## config.mk

```make
export PLATFORM = sky130hd
export DESIGN_NAME = text_glyph_blitter
export DESIGN_NICKNAME = d
export VERILOG_FILES = /design/src/rtl/tgb_pkg.sv /design/src/rtl/text_glyph_blitter.sv /design/src/rtl/tgb_front.sv /design/src/rtl/tgb_queue.sv /design/src/rtl/tgb_back.sv
export SDC_FILE = /design/constraint.sdc
export NUM_CORES = 2
export LEC_CHECK = 0
export BUFFER_PORTS_ARGS = -buffer_cell sky130_fd_sc_hd__clkbuf_2
export CORE_MARGIN = 10
export CORE_UTILIZATION = 60
export DETAILED_ROUTE_END_ITERATION = 12
export GPL_TIMING_DRIVEN = 0
export PLACE_DENSITY_LB_ADDON = 0.1
export REMOVE_ABC_BUFFERS = 1
export SYNTH_ARGS = -nofsm -noshare
export SYNTH_HDL_FRONTEND = slang
export SYNTH_SLANG_ARGS = --single-unit
export TNS_END_PERCENT = 1
```

## constraint.sdc

```tcl
create_clock -name clk -period 24.9 [get_ports clk]
set_input_delay 2.49 -clock clk [delete_from_list [all_inputs] [get_ports clk]]
set_output_delay 2.49 -clock clk [all_outputs]
set_load 0.02 [all_outputs]
```

## src/rtl/tgb_pkg.sv

```systemverilog
// Shared types, codes and constants for the text glyph blitter.
// Used by tgb_front, tgb_queue, tgb_back and text_glyph_blitter; no dependencies.
package tgb_pkg;

    localparam int GLYPH_SIZE  = 8;
    localparam int QUEUE_DEPTH = 4;

    // Item modes
    localparam logic MODE_START = 1'b0;
    localparam logic MODE_CHAR  = 1'b1;

    // Control character codes
    localparam logic [7:0] CODE_NEWLINE = 8'd10;
    localparam logic [7:0] CODE_RETURN  = 8'd13;

    // Configuration register indexes
    localparam logic [2:0] REG_FB_PRESENT  = 3'd0;
    localparam logic [2:0] REG_FB_WIDTH    = 3'd1;
    localparam logic [2:0] REG_FB_HEIGHT   = 3'd2;
    localparam logic [2:0] REG_PITCH_WORDS = 3'd3;
    localparam logic [2:0] REG_BG_COLOR    = 3'd4;

    // Configuration reset values
    localparam logic [11:0] RST_FB_WIDTH    = 12'd640;
    localparam logic [11:0] RST_FB_HEIGHT   = 12'd480;
    localparam logic [12:0] RST_PITCH_WORDS = 13'd640;

    localparam logic signed [15:0] CURSOR_MAX = 16'sd32767;

    typedef struct packed {
        logic               mode;
        logic signed [15:0] pos_x;
        logic signed [15:0] pos_y;
        logic [31:0]        text_color;
        logic [7:0]         char_code;
        logic [63:0]        glyph_bits;
    } item_t;

    typedef struct packed {
        logic [23:0] pixel_index;
        logic [31:0] pixel_color;
        logic        last_pixel;
    } pixel_t;

    typedef struct packed {
        logic        fb_present;
        logic [11:0] fb_width;
        logic [11:0] fb_height;
        logic [12:0] pitch_words;
        logic [31:0] bg_color;
    } cfg_t;

    // One glyph ready to draw: visible window in glyph coordinates and the
    // word index of its top-left visible pixel.
    typedef struct packed {
        logic [63:0] glyph;
        logic [31:0] fg;
        logic [2:0]  col_first;
        logic [2:0]  col_last;
        logic [2:0]  row_first;
        logic [2:0]  row_last;
        logic [23:0] base_index;
    } job_t;

    typedef struct packed {
        logic emit;
        logic emit_last;
        logic pop;
    } back_stat_t;

endpackage

```

## src/rtl/text_glyph_blitter.sv

```systemverilog
// Text glyph blitter top level: configuration registers, front end, job queue
// and pixel writer. Depends on tgb_pkg, tgb_front, tgb_queue and tgb_back.
//
// Usage:
//   item / item_valid / item_stall carry one item word: a start word (mode 0)
//   sets origin, cursor and foreground color; a character word (mode 1) is a
//   newline, a carriage return or a glyph to draw at the cursor.
//   pixel / pixel_valid / pixel_stall carry one framebuffer write per word,
//   with last_pixel set on the final write of a glyph. Fully clipped glyphs
//   and all glyphs while fb_present is 0 make no words; the cursor moves anyway.
//   cfg_we / cfg_index / cfg_data write a register while the block is idle.
// Timing:
//   Start, newline and carriage return words are taken one per cycle while
//   item_stall is low. A glyph is clipped in the cycle after it is taken,
//   then goes through the queue to the pixel writer's output register;
//   the writer issues one word per cycle while pixel_stall does not hold it.
//   The queue of QUEUE_DEPTH glyphs lets the front keep taking words while
//   the writer is busy.
// Reset clears the cursor, origin and foreground color, loads the register
// defaults and empties the queue. A stalled pixel word holds; the writer and,
// once the queue fills, the item channel stall behind it.
module text_glyph_blitter
#(
    parameter int QUEUE_DEPTH = tgb_pkg::QUEUE_DEPTH
)
(
    input  logic            clk,
    input  logic            rst_n,
    input  tgb_pkg::item_t  item,
    input  logic            item_valid,
    output logic            item_stall,
    output tgb_pkg::pixel_t pixel,
    output logic            pixel_valid,
    input  logic            pixel_stall,
    input  logic            cfg_we,
    input  logic [2:0]      cfg_index,
    input  logic [31:0]     cfg_data
);

    tgb_pkg::cfg_t       cfg_reg, cfg_next;
    tgb_pkg::job_t       job;
    tgb_pkg::job_t       head;
    logic                job_push;
    logic                q_full;
    logic                q_empty;
    logic                q_pop;
    tgb_pkg::back_stat_t back_stat;

    // Register file: keep the low bits of each write, drop unknown indexes
    always_comb
    begin
        cfg_next = cfg_reg;
        if (cfg_we)
        begin
            case (cfg_index)
                tgb_pkg::REG_FB_PRESENT:  cfg_next.fb_present  = cfg_data[0];
                tgb_pkg::REG_FB_WIDTH:    cfg_next.fb_width    = cfg_data[11:0];
                tgb_pkg::REG_FB_HEIGHT:   cfg_next.fb_height   = cfg_data[11:0];
                tgb_pkg::REG_PITCH_WORDS: cfg_next.pitch_words = cfg_data[12:0];
                tgb_pkg::REG_BG_COLOR:    cfg_next.bg_color    = cfg_data;
                default:                  cfg_next = cfg_reg;
            endcase
        end
    end

    always_ff @(posedge clk or negedge rst_n)
    begin
        if (!rst_n)
        begin
            cfg_reg.fb_present  <= 1'b0;
            cfg_reg.fb_width    <= tgb_pkg::RST_FB_WIDTH;
            cfg_reg.fb_height   <= tgb_pkg::RST_FB_HEIGHT;
            cfg_reg.pitch_words <= tgb_pkg::RST_PITCH_WORDS;
            cfg_reg.bg_color    <= '0;
        end
        else
        begin
            cfg_reg <= cfg_next;
        end
    end

    // Classify items, advance the cursor, clip glyphs into jobs
    tgb_front u_front
    (
        .clk        (clk),
        .rst_n      (rst_n),
        .cfg        (cfg_reg),
        .item       (item),
        .item_valid (item_valid),
        .item_stall (item_stall),
        .job        (job),
        .job_push   (job_push),
        .q_full     (q_full)
    );

    tgb_queue #(
        .DEPTH (QUEUE_DEPTH)
    ) u_queue
    (
        .clk       (clk),
        .rst_n     (rst_n),
        .push      (job_push),
        .push_data (job),
        .pop       (q_pop),
        .head      (head),
        .empty     (q_empty),
        .full      (q_full)
    );

    // Expand the head job into pixel words
    tgb_back u_back
    (
        .clk         (clk),
        .rst_n       (rst_n),
        .cfg         (cfg_reg),
        .head        (head),
        .q_empty     (q_empty),
        .pop         (q_pop),
        .pixel       (pixel),
        .pixel_valid (pixel_valid),
        .pixel_stall (pixel_stall),
        .stat        (back_stat)
    );

`ifndef SYNTHESIS
    a_push_has_room: assert property (@(posedge clk) disable iff (!rst_n)
        job_push |-> !q_full)
        else $error("job pushed into a full queue");

    a_emit_has_job: assert property (@(posedge clk) disable iff (!rst_n)
        back_stat.emit |-> !q_empty)
        else $error("pixel word issued with no queued job");

    a_pop_on_last: assert property (@(posedge clk) disable iff (!rst_n)
        q_pop |-> back_stat.emit && back_stat.emit_last)
        else $error("job retired before its last pixel");

    a_emit_lands: assert property (@(posedge clk) disable iff (!rst_n)
        back_stat.emit |=> pixel_valid && (pixel.last_pixel == $past(back_stat.emit_last)))
        else $error("issued pixel word did not reach the output register");
`endif

endmodule

```

## src/rtl/tgb_front.sv

```systemverilog
// Front end: accepts item words, tracks the cursor and clips each glyph.
// Depends on tgb_pkg; feeds jobs to tgb_queue.
module tgb_front
(
    input  logic           clk,
    input  logic           rst_n,
    input  tgb_pkg::cfg_t  cfg,
    input  tgb_pkg::item_t item,
    input  logic           item_valid,
    output logic           item_stall,
    output tgb_pkg::job_t  job,
    output logic           job_push,
    input  logic           q_full
);

    function automatic logic signed [15:0] sat_add8(input logic signed [15:0] v);
        logic signed [15:0] r;
        if (v > tgb_pkg::CURSOR_MAX - 16'sd8)
        begin
            r = tgb_pkg::CURSOR_MAX;
        end
        else
        begin
            r = v + 16'sd8;
        end
        return r;
    endfunction

    logic signed [15:0] origin_col_reg, origin_col_next;
    logic signed [15:0] cursor_col_reg, cursor_col_next;
    logic signed [15:0] cursor_row_reg, cursor_row_next;
    logic [31:0]        fg_color_reg, fg_color_next;

    logic               stage_valid_reg, stage_valid_next;
    logic signed [15:0] stage_col_reg, stage_col_next;
    logic signed [15:0] stage_row_reg, stage_row_next;
    logic [31:0]        stage_fg_reg, stage_fg_next;
    logic [63:0]        stage_glyph_reg, stage_glyph_next;

    logic               accept;
    logic               is_print;
    logic [16:0]        col_pos [tgb_pkg::GLYPH_SIZE];
    logic [16:0]        row_pos [tgb_pkg::GLYPH_SIZE];
    logic [7:0]         col_vis;
    logic [7:0]         row_vis;
    logic [2:0]         col_first, col_last, row_first, row_last;
    logic [11:0]        x0, y0;
    logic [24:0]        row_product;
    logic               visible;
    logic               stage_go;

    assign accept = item_valid && !item_stall;

    // Clip the staged glyph against the framebuffer
    always_comb
    begin
        for (int i = 0; i < tgb_pkg::GLYPH_SIZE; i++)
        begin
            col_pos[i] = 17'(stage_col_reg) + 17'(i);
            row_pos[i] = 17'(stage_row_reg) + 17'(i);
            col_vis[i] = !col_pos[i][16] && (col_pos[i][15:0] < {4'd0, cfg.fb_width});
            row_vis[i] = !row_pos[i][16] && (row_pos[i][15:0] < {4'd0, cfg.fb_height});
        end
        col_first = 3'd0;
        row_first = 3'd0;
        for (int i = tgb_pkg::GLYPH_SIZE - 1; i >= 0; i--)
        begin
            if (col_vis[i])
            begin
                col_first = 3'(i);
            end
            if (row_vis[i])
            begin
                row_first = 3'(i);
            end
        end
        col_last = 3'd0;
        row_last = 3'd0;
        for (int i = 0; i < tgb_pkg::GLYPH_SIZE; i++)
        begin
            if (col_vis[i])
            begin
                col_last = 3'(i);
            end
            if (row_vis[i])
            begin
                row_last = 3'(i);
            end
        end
    end

    assign x0          = stage_col_reg[11:0] + 12'(col_first);
    assign y0          = stage_row_reg[11:0] + 12'(row_first);
    assign row_product = 25'(y0) * 25'(cfg.pitch_words);
    assign visible     = cfg.fb_present && (|col_vis) && (|row_vis);

    // Drop fully clipped glyphs, hold when the queue is full
    assign stage_go   = !visible || !q_full;
    assign job_push   = stage_valid_reg && visible && !q_full;
    assign item_stall = stage_valid_reg && !stage_go;

    always_comb
    begin
        job.glyph      = stage_glyph_reg;
        job.fg         = stage_fg_reg;
        job.col_first  = col_first;
        job.col_last   = col_last;
        job.row_first  = row_first;
        job.row_last   = row_last;
        job.base_index = row_product[23:0] + {12'd0, x0};
    end

    always_comb
    begin
        origin_col_next  = origin_col_reg;
        cursor_col_next  = cursor_col_reg;
        cursor_row_next  = cursor_row_reg;
        fg_color_next    = fg_color_reg;
        stage_valid_next = stage_valid_reg && !stage_go;
        stage_col_next   = stage_col_reg;
        stage_row_next   = stage_row_reg;
        stage_fg_next    = stage_fg_reg;
        stage_glyph_next = stage_glyph_reg;
        is_print         = 1'b0;

        if (item.mode == tgb_pkg::MODE_CHAR)
        begin
            case (item.char_code)
                tgb_pkg::CODE_NEWLINE,
                tgb_pkg::CODE_RETURN: is_print = 1'b0;
                default:              is_print = 1'b1;
            endcase
        end

        if (accept)
        begin
            if (item.mode == tgb_pkg::MODE_START)
            begin
                origin_col_next = item.pos_x;
                cursor_col_next = item.pos_x;
                cursor_row_next = item.pos_y;
                fg_color_next   = item.text_color;
            end
            else
            begin
                case (item.char_code)
                    tgb_pkg::CODE_NEWLINE:
                    begin
                        cursor_row_next = sat_add8(cursor_row_reg);
                        cursor_col_next = origin_col_reg;
                    end
                    tgb_pkg::CODE_RETURN:
                    begin
                        cursor_col_next = origin_col_reg;
                    end
                    default:
                    begin
                        cursor_col_next = sat_add8(cursor_col_reg);
                    end
                endcase
            end
            if (is_print)
            begin
                stage_valid_next = 1'b1;
                stage_col_next   = cursor_col_reg;
                stage_row_next   = cursor_row_reg;
                stage_fg_next    = fg_color_reg;
                stage_glyph_next = item.glyph_bits;
            end
        end
    end

    always_ff @(posedge clk or negedge rst_n)
    begin
        if (!rst_n)
        begin
            origin_col_reg  <= '0;
            cursor_col_reg  <= '0;
            cursor_row_reg  <= '0;
            fg_color_reg    <= '0;
            stage_valid_reg <= 1'b0;
        end
        else
        begin
            origin_col_reg  <= origin_col_next;
            cursor_col_reg  <= cursor_col_next;
            cursor_row_reg  <= cursor_row_next;
            fg_color_reg    <= fg_color_next;
            stage_valid_reg <= stage_valid_next;
        end
    end

    always_ff @(posedge clk)
    begin
        stage_col_reg   <= stage_col_next;
        stage_row_reg   <= stage_row_next;
        stage_fg_reg    <= stage_fg_next;
        stage_glyph_reg <= stage_glyph_next;
    end

endmodule

```

## src/rtl/tgb_queue.sv

```systemverilog
// Short job queue between the front end and the pixel writer.
// Depends on tgb_pkg for the job type.
module tgb_queue
#(
    parameter int DEPTH = tgb_pkg::QUEUE_DEPTH
)
(
    input  logic          clk,
    input  logic          rst_n,
    input  logic          push,
    input  tgb_pkg::job_t push_data,
    input  logic          pop,
    output tgb_pkg::job_t head,
    output logic          empty,
    output logic          full
);

    localparam int PTR_W = $clog2(DEPTH);
    localparam int CNT_W = $clog2(DEPTH + 1);

    tgb_pkg::job_t    mem_reg [DEPTH];
    logic [PTR_W-1:0] wr_ptr_reg, wr_ptr_next;
    logic [PTR_W-1:0] rd_ptr_reg, rd_ptr_next;
    logic [CNT_W-1:0] count_reg, count_next;

    assign empty = (count_reg == '0);
    assign full  = (count_reg == CNT_W'(DEPTH));
    assign head  = mem_reg[rd_ptr_reg];

    always_comb
    begin
        wr_ptr_next = wr_ptr_reg;
        rd_ptr_next = rd_ptr_reg;
        count_next  = count_reg;
        if (push)
        begin
            wr_ptr_next = (wr_ptr_reg == PTR_W'(DEPTH - 1)) ? '0 : wr_ptr_reg + PTR_W'(1);
        end
        if (pop)
        begin
            rd_ptr_next = (rd_ptr_reg == PTR_W'(DEPTH - 1)) ? '0 : rd_ptr_reg + PTR_W'(1);
        end
        case ({push, pop})
            2'b10:   count_next = count_reg + CNT_W'(1);
            2'b01:   count_next = count_reg - CNT_W'(1);
            default: count_next = count_reg;
        endcase
    end

    always_ff @(posedge clk or negedge rst_n)
    begin
        if (!rst_n)
        begin
            wr_ptr_reg <= '0;
            rd_ptr_reg <= '0;
            count_reg  <= '0;
        end
        else
        begin
            wr_ptr_reg <= wr_ptr_next;
            rd_ptr_reg <= rd_ptr_next;
            count_reg  <= count_next;
        end
    end

    always_ff @(posedge clk)
    begin
        if (push)
        begin
            mem_reg[wr_ptr_reg] <= push_data;
        end
    end

endmodule

```

## src/rtl/tgb_back.sv

```systemverilog
// Pixel writer: walks the visible window of the head job, one word per cycle
// when not stalled. Depends on tgb_pkg; reads jobs from tgb_queue.
module tgb_back
(
    input  logic                clk,
    input  logic                rst_n,
    input  tgb_pkg::cfg_t       cfg,
    input  tgb_pkg::job_t       head,
    input  logic                q_empty,
    output logic                pop,
    output tgb_pkg::pixel_t     pixel,
    output logic                pixel_valid,
    input  logic                pixel_stall,
    output tgb_pkg::back_stat_t stat
);

    logic            active_reg, active_next;
    logic [2:0]      row_reg, row_next;
    logic [2:0]      col_reg, col_next;
    logic [23:0]     row_base_reg, row_base_next;
    logic [23:0]     index_reg, index_next;
    logic            out_valid_reg, out_valid_next;
    tgb_pkg::pixel_t out_reg, out_next;

    logic [2:0]      cur_row, cur_col;
    logic [23:0]     cur_base, cur_index;
    logic            emit, end_of_row, end_of_job;
    logic [31:0]     color;

    // Start a fresh job from the head entry itself
    assign cur_row    = active_reg ? row_reg : head.row_first;
    assign cur_col    = active_reg ? col_reg : head.col_first;
    assign cur_base   = active_reg ? row_base_reg : head.base_index;
    assign cur_index  = active_reg ? index_reg : head.base_index;

    assign emit       = !q_empty && (!out_valid_reg || !pixel_stall);
    assign end_of_row = (cur_col == head.col_last);
    assign end_of_job = end_of_row && (cur_row == head.row_last);
    assign pop        = emit && end_of_job;
    assign color      = head.glyph[{~cur_row, ~cur_col}] ? head.fg : cfg.bg_color;

    assign pixel       = out_reg;
    assign pixel_valid = out_valid_reg;

    assign stat.emit      = emit;
    assign stat.emit_last = end_of_job;
    assign stat.pop       = pop;

    always_comb
    begin
        active_next    = active_reg;
        row_next       = row_reg;
        col_next       = col_reg;
        row_base_next  = row_base_reg;
        index_next     = index_reg;
        out_valid_next = out_valid_reg && pixel_stall;
        out_next       = out_reg;
        if (emit)
        begin
            active_next          = !end_of_job;
            out_valid_next       = 1'b1;
            out_next.pixel_index = cur_index;
            out_next.pixel_color = color;
            out_next.last_pixel  = end_of_job;
            if (end_of_row)
            begin
                row_next      = cur_row + 3'd1;
                col_next      = head.col_first;
                row_base_next = cur_base + {11'd0, cfg.pitch_words};
                index_next    = cur_base + {11'd0, cfg.pitch_words};
            end
            else
            begin
                row_next      = cur_row;
                col_next      = cur_col + 3'd1;
                row_base_next = cur_base;
                index_next    = cur_index + 24'd1;
            end
        end
    end

    always_ff @(posedge clk or negedge rst_n)
    begin
        if (!rst_n)
        begin
            active_reg    <= 1'b0;
            out_valid_reg <= 1'b0;
        end
        else
        begin
            active_reg    <= active_next;
            out_valid_reg <= out_valid_next;
        end
    end

    always_ff @(posedge clk)
    begin
        row_reg      <= row_next;
        col_reg      <= col_next;
        row_base_reg <= row_base_next;
        index_reg    <= index_next;
        out_reg      <= out_next;
    end

endmodule

```

==> run_results.csv <==
group,metric,value,unit
status,status,"finished clean",
routing,vias,31080,
synthesis,syn_avg_cell_area,13.15,um^2
cts,cts_buffer_depth,3,
worst_setup_path,rr_worst_depth,38,
cells_and_area,finalNonFillerCells,5171,
routing,via_per_inst,6.010,
sta,finalSetupTns,0,ns
sta,slew_headroom,14.28,%
routing,dr.pass1.iters,7,
cts,clock-sinks,927,
cts,h-tree-depth,3,
cts,cts-buffers-inserted,93,
cells_and_area,final_common_cell,"edfxtp_1",
sta,setup_viol,0,
cts,ctsHoldBuffers,0,
synthesis,ys_async_sr_fraction,17.26,%
worst_setup_path,worstPathMaxFanout,14,
routing,drt_wl_total,117300,um
power_and_ir_drop,ir_drop,280.1,uV
cts,cts_tree,"built",
synthesis,synth_edf_count,767,
synthesis,netlist-cell-type-count,105,
place,io_buffers,235,
global_route,grt_pass1_wl,183100,um
floorplan,die_x,308.9,um
synthesis,ys_ff_latch,927,
synthesis,synth_area,50090,um^2
worst_setup_path,required,25.32,ns
worst_setup_path,crit_type,"register to register",
cts,cts.repair.resized,0,
floorplan,pin_count,236,
synthesis,netlist_instances,3810,
worst_setup_path,r2r-end,"u_queue.mem_reg[2][23]$_DFFE_PP_",
global_route,track_usage,24.60,%
sta,max_freq,76.48,MHz
worst_setup_path,worst_setup_path_start_kind,"register",
cells_and_area,multi_input_area,21310,um^2
worst_setup_path,cp_common_cell,"fa_1",
floorplan,fp-row-count,105,
worst_setup_path,r2r_start,"u_front.stage_row_reg[1]$_DFFE_PP_",
global_route,grt_remaining_overflow,0,
cts,clk_pin_slew,0.06,ns
power_and_ir_drop,powerDensity,145.5,nW/um^2
sta,drv_slew,0,
worst_setup_path,critPathMaxStageDelay,0.95,ns
global_route,antenna_found_initial,13,
cells_and_area,fillers,5818,
global_route,grt_use_met3,4.236,%
floorplan,die_h,308.9,um
global_route,met2_usage,40.27,%
worst_setup_path,critPathCaptureType,"register",
synthesis,seq_area_frac_synth,53.99,%
power_and_ir_drop,power.leakage,21.86,nW
worst_setup_path,cp.arrival,13.49,ns
worst_setup_path,reg2reg_slack,11.82,ns
global_route,grt_max_degree,93,
floorplan,die_area,95440,um^2
place,dp_hpwl,82300,um
routing,wire_per_inst,22.69,um
hold_path,hp-class,"register to register",
place,gp_congestion,0.9259,
sta,fin_crit,13.08,ns
cells_and_area,final_cell_area,56040,um^2
cells_and_area,drive_gt1_share,17.50,%
cells_and_area,final_cell_mix,"767 x edfxtp_1, 354 x nand2_1, 284 x ha_1",
cells_and_area,postLayoutCoreUtil,68.03,%
sta,rsz0062_at_grt,"no",
synthesis,synthFlopType,"edfxtp_1",
synthesis,yosys_warnings,0,
cells_and_area,syn_to_final_growth,11.87,%
cts,clkLatencyLatePin,0.66,ns
global_route,grt_pass1_vias,31910,
routing,drtIter0Drc,2497,
place,postPlaceCellArea,52820,um^2
place,dpl.cell_count,4996,
sta,post-route-period-util,52.51,%
sta,clock_skew,0.03161,ns
worst_setup_path,critPathLaunch,"u_front.stage_row_reg[1]$_DFFE_PP_",
cells_and_area,final_nets,4606,
sta,worst_pin_slew,1.276,ns
floorplan,start_util,60.81,%
cells_and_area,seq_area,27050,um^2
global_route,grt-busiest-layer,"met2",
cts,post_cts_buffers,0,
worst_setup_path,endpoint,"u_queue.mem_reg[2][23]$_DFFE_PP_",
cts,clockRootBuffer,"clkbuf_16",
worst_setup_path,crit_slowest_cell,"xor2_1",
routing,antenna_left,0,
cells_and_area,largest_reg_flops,528,
flow_run,maxCapViolCount,0,
floorplan,design.core.area,82370,um^2
sta,hold_viol_final,0,
global_route,grt_use_met1,32.96,%
routing,post-route-drc-count,0,
==> layer usage <==
layer / share of wire [%] / up-vias
met5: 0.068 / -
met4: 3.5 / 12
met3: 6.4 / 221
met2: 48 / 1018
met1: 42 / 15480
li1: - / 14350
==> power by group <==
group	leakage [nW]	switching [mW]	internal, mW	total [mW]
logic	11.4	2.46	1.66	4.12
clock network	1.55	0.595	0.856	1.45
registers	8.91	0.158	2.42	2.58
==> worst min path at each step <==
stage	slack, ns	startpoint	cells after the start	to
3_3_place_gp	0.43	u_front.fg_color_reg[31]$_DFFE_PN0P_	0	u_front.stage_fg_reg[31]$_DFFE_PP_
3_5_place_dp	0.43	u_front.fg_color_reg[31]$_DFFE_PN0P_	0	u_front.stage_fg_reg[31]$_DFFE_PP_
5_1_grt	0.46	u_front.fg_color_reg[26]$_DFFE_PN0P_	0	u_front.stage_fg_reg[26]$_DFFE_PP_
6_report	0.45	u_front.fg_color_reg[5]$_DFFE_PN0P_	0	u_front.stage_fg_reg[5]$_DFFE_PP_
2_1_floorplan	0.42	u_front.fg_color_reg[31]$_DFFE_PN0P_	0	u_front.stage_fg_reg[31]$_DFFE_PP_
4_1_cts	0.45	u_front.fg_color_reg[31]$_DFFE_PN0P_	0	u_front.stage_fg_reg[31]$_DFFE_PP_
==> synthesized netlist by cell type (40+ instances only) <==
master / number / area (um^2)
dfrtp_1: 152 / 3804
mux2_4: 40 / 600.6
nor2_1: 172 / 645.6
nor3_1: 49 / 245.2
nand4_1: 44 / 275.3
xnor2_1: 137 / 1200
o21ai_0: 136 / 680.7
mux4_2: 104 / 2342
inv_1: 245 / 919.6
xor2_1: 121 / 1060
a21oi_1: 149 / 745.7
clkbuf_1: 86 / 322.8
and2_1: 88 / 550.5
ha_1: 284 / 3553
mux2_2: 82 / 923.4
fa_1: 124 / 2482
nand2_1: 354 / 1329
mux2i_1: 57 / 570.6
edfxtp_1: 767 / 23030
nand3_1: 53 / 265.3
a21o_1: 62 / 465.5
==> kinds of logic after synthesis <==
| logic type | count (synthesis) | synth area share [%] |
|---|---|---|
| AO/OA/AOI/OAI | 574 | 7.491 |
| adder cells (fa/ha/maj) | 408 | 12.05 |
| buffers and inverters | 418 | 3.599 |
| flip-flops | 927 | 53.99 |
| XOR/XNOR | 258 | 4.511 |
| AND/OR/NAND/NOR | 909 | 8.735 |
| multiplexers | 316 | 9.622 |
==> layout make-up <==
class                      instances  share of cell area, %
inverter                         250                  1.675
sequential                       927                  48.28
clock buffer                     117                  4.405
antenna                            4                0.01786
tap                             1070                  2.389
clock inverter                    54                  1.315
timing repair buffer             284                  3.885
multi-input combinational       2465                  38.03
==> critical path: cells and delay by family (launching register included) <==
kind | cells | cell delay, ns
AO/OA/AOI/OAI | 15 | 4.20
XOR/XNOR | 3 | 1.36
adder cells (fa/ha/maj) | 9 | 4.11
buffers and inverters | 3 | 0.49
flip-flops | 1 | 0.73
AND/OR/NAND/NOR | 8 | 1.93
==> per-stage QoR <==
step	worst slack, ns	total power, mW	hold WS, ns
global route	11.28	8.774	0.4564
floorplan	13.93	5.597	0.4211
CTS	11.78	8.202	0.4470
detailed placement	11.82	6.724	0.4319
global placement	8.012	6.649	0.4287
finish	11.82	8.156	0.4531
Power figures use the tool's default switching activity.
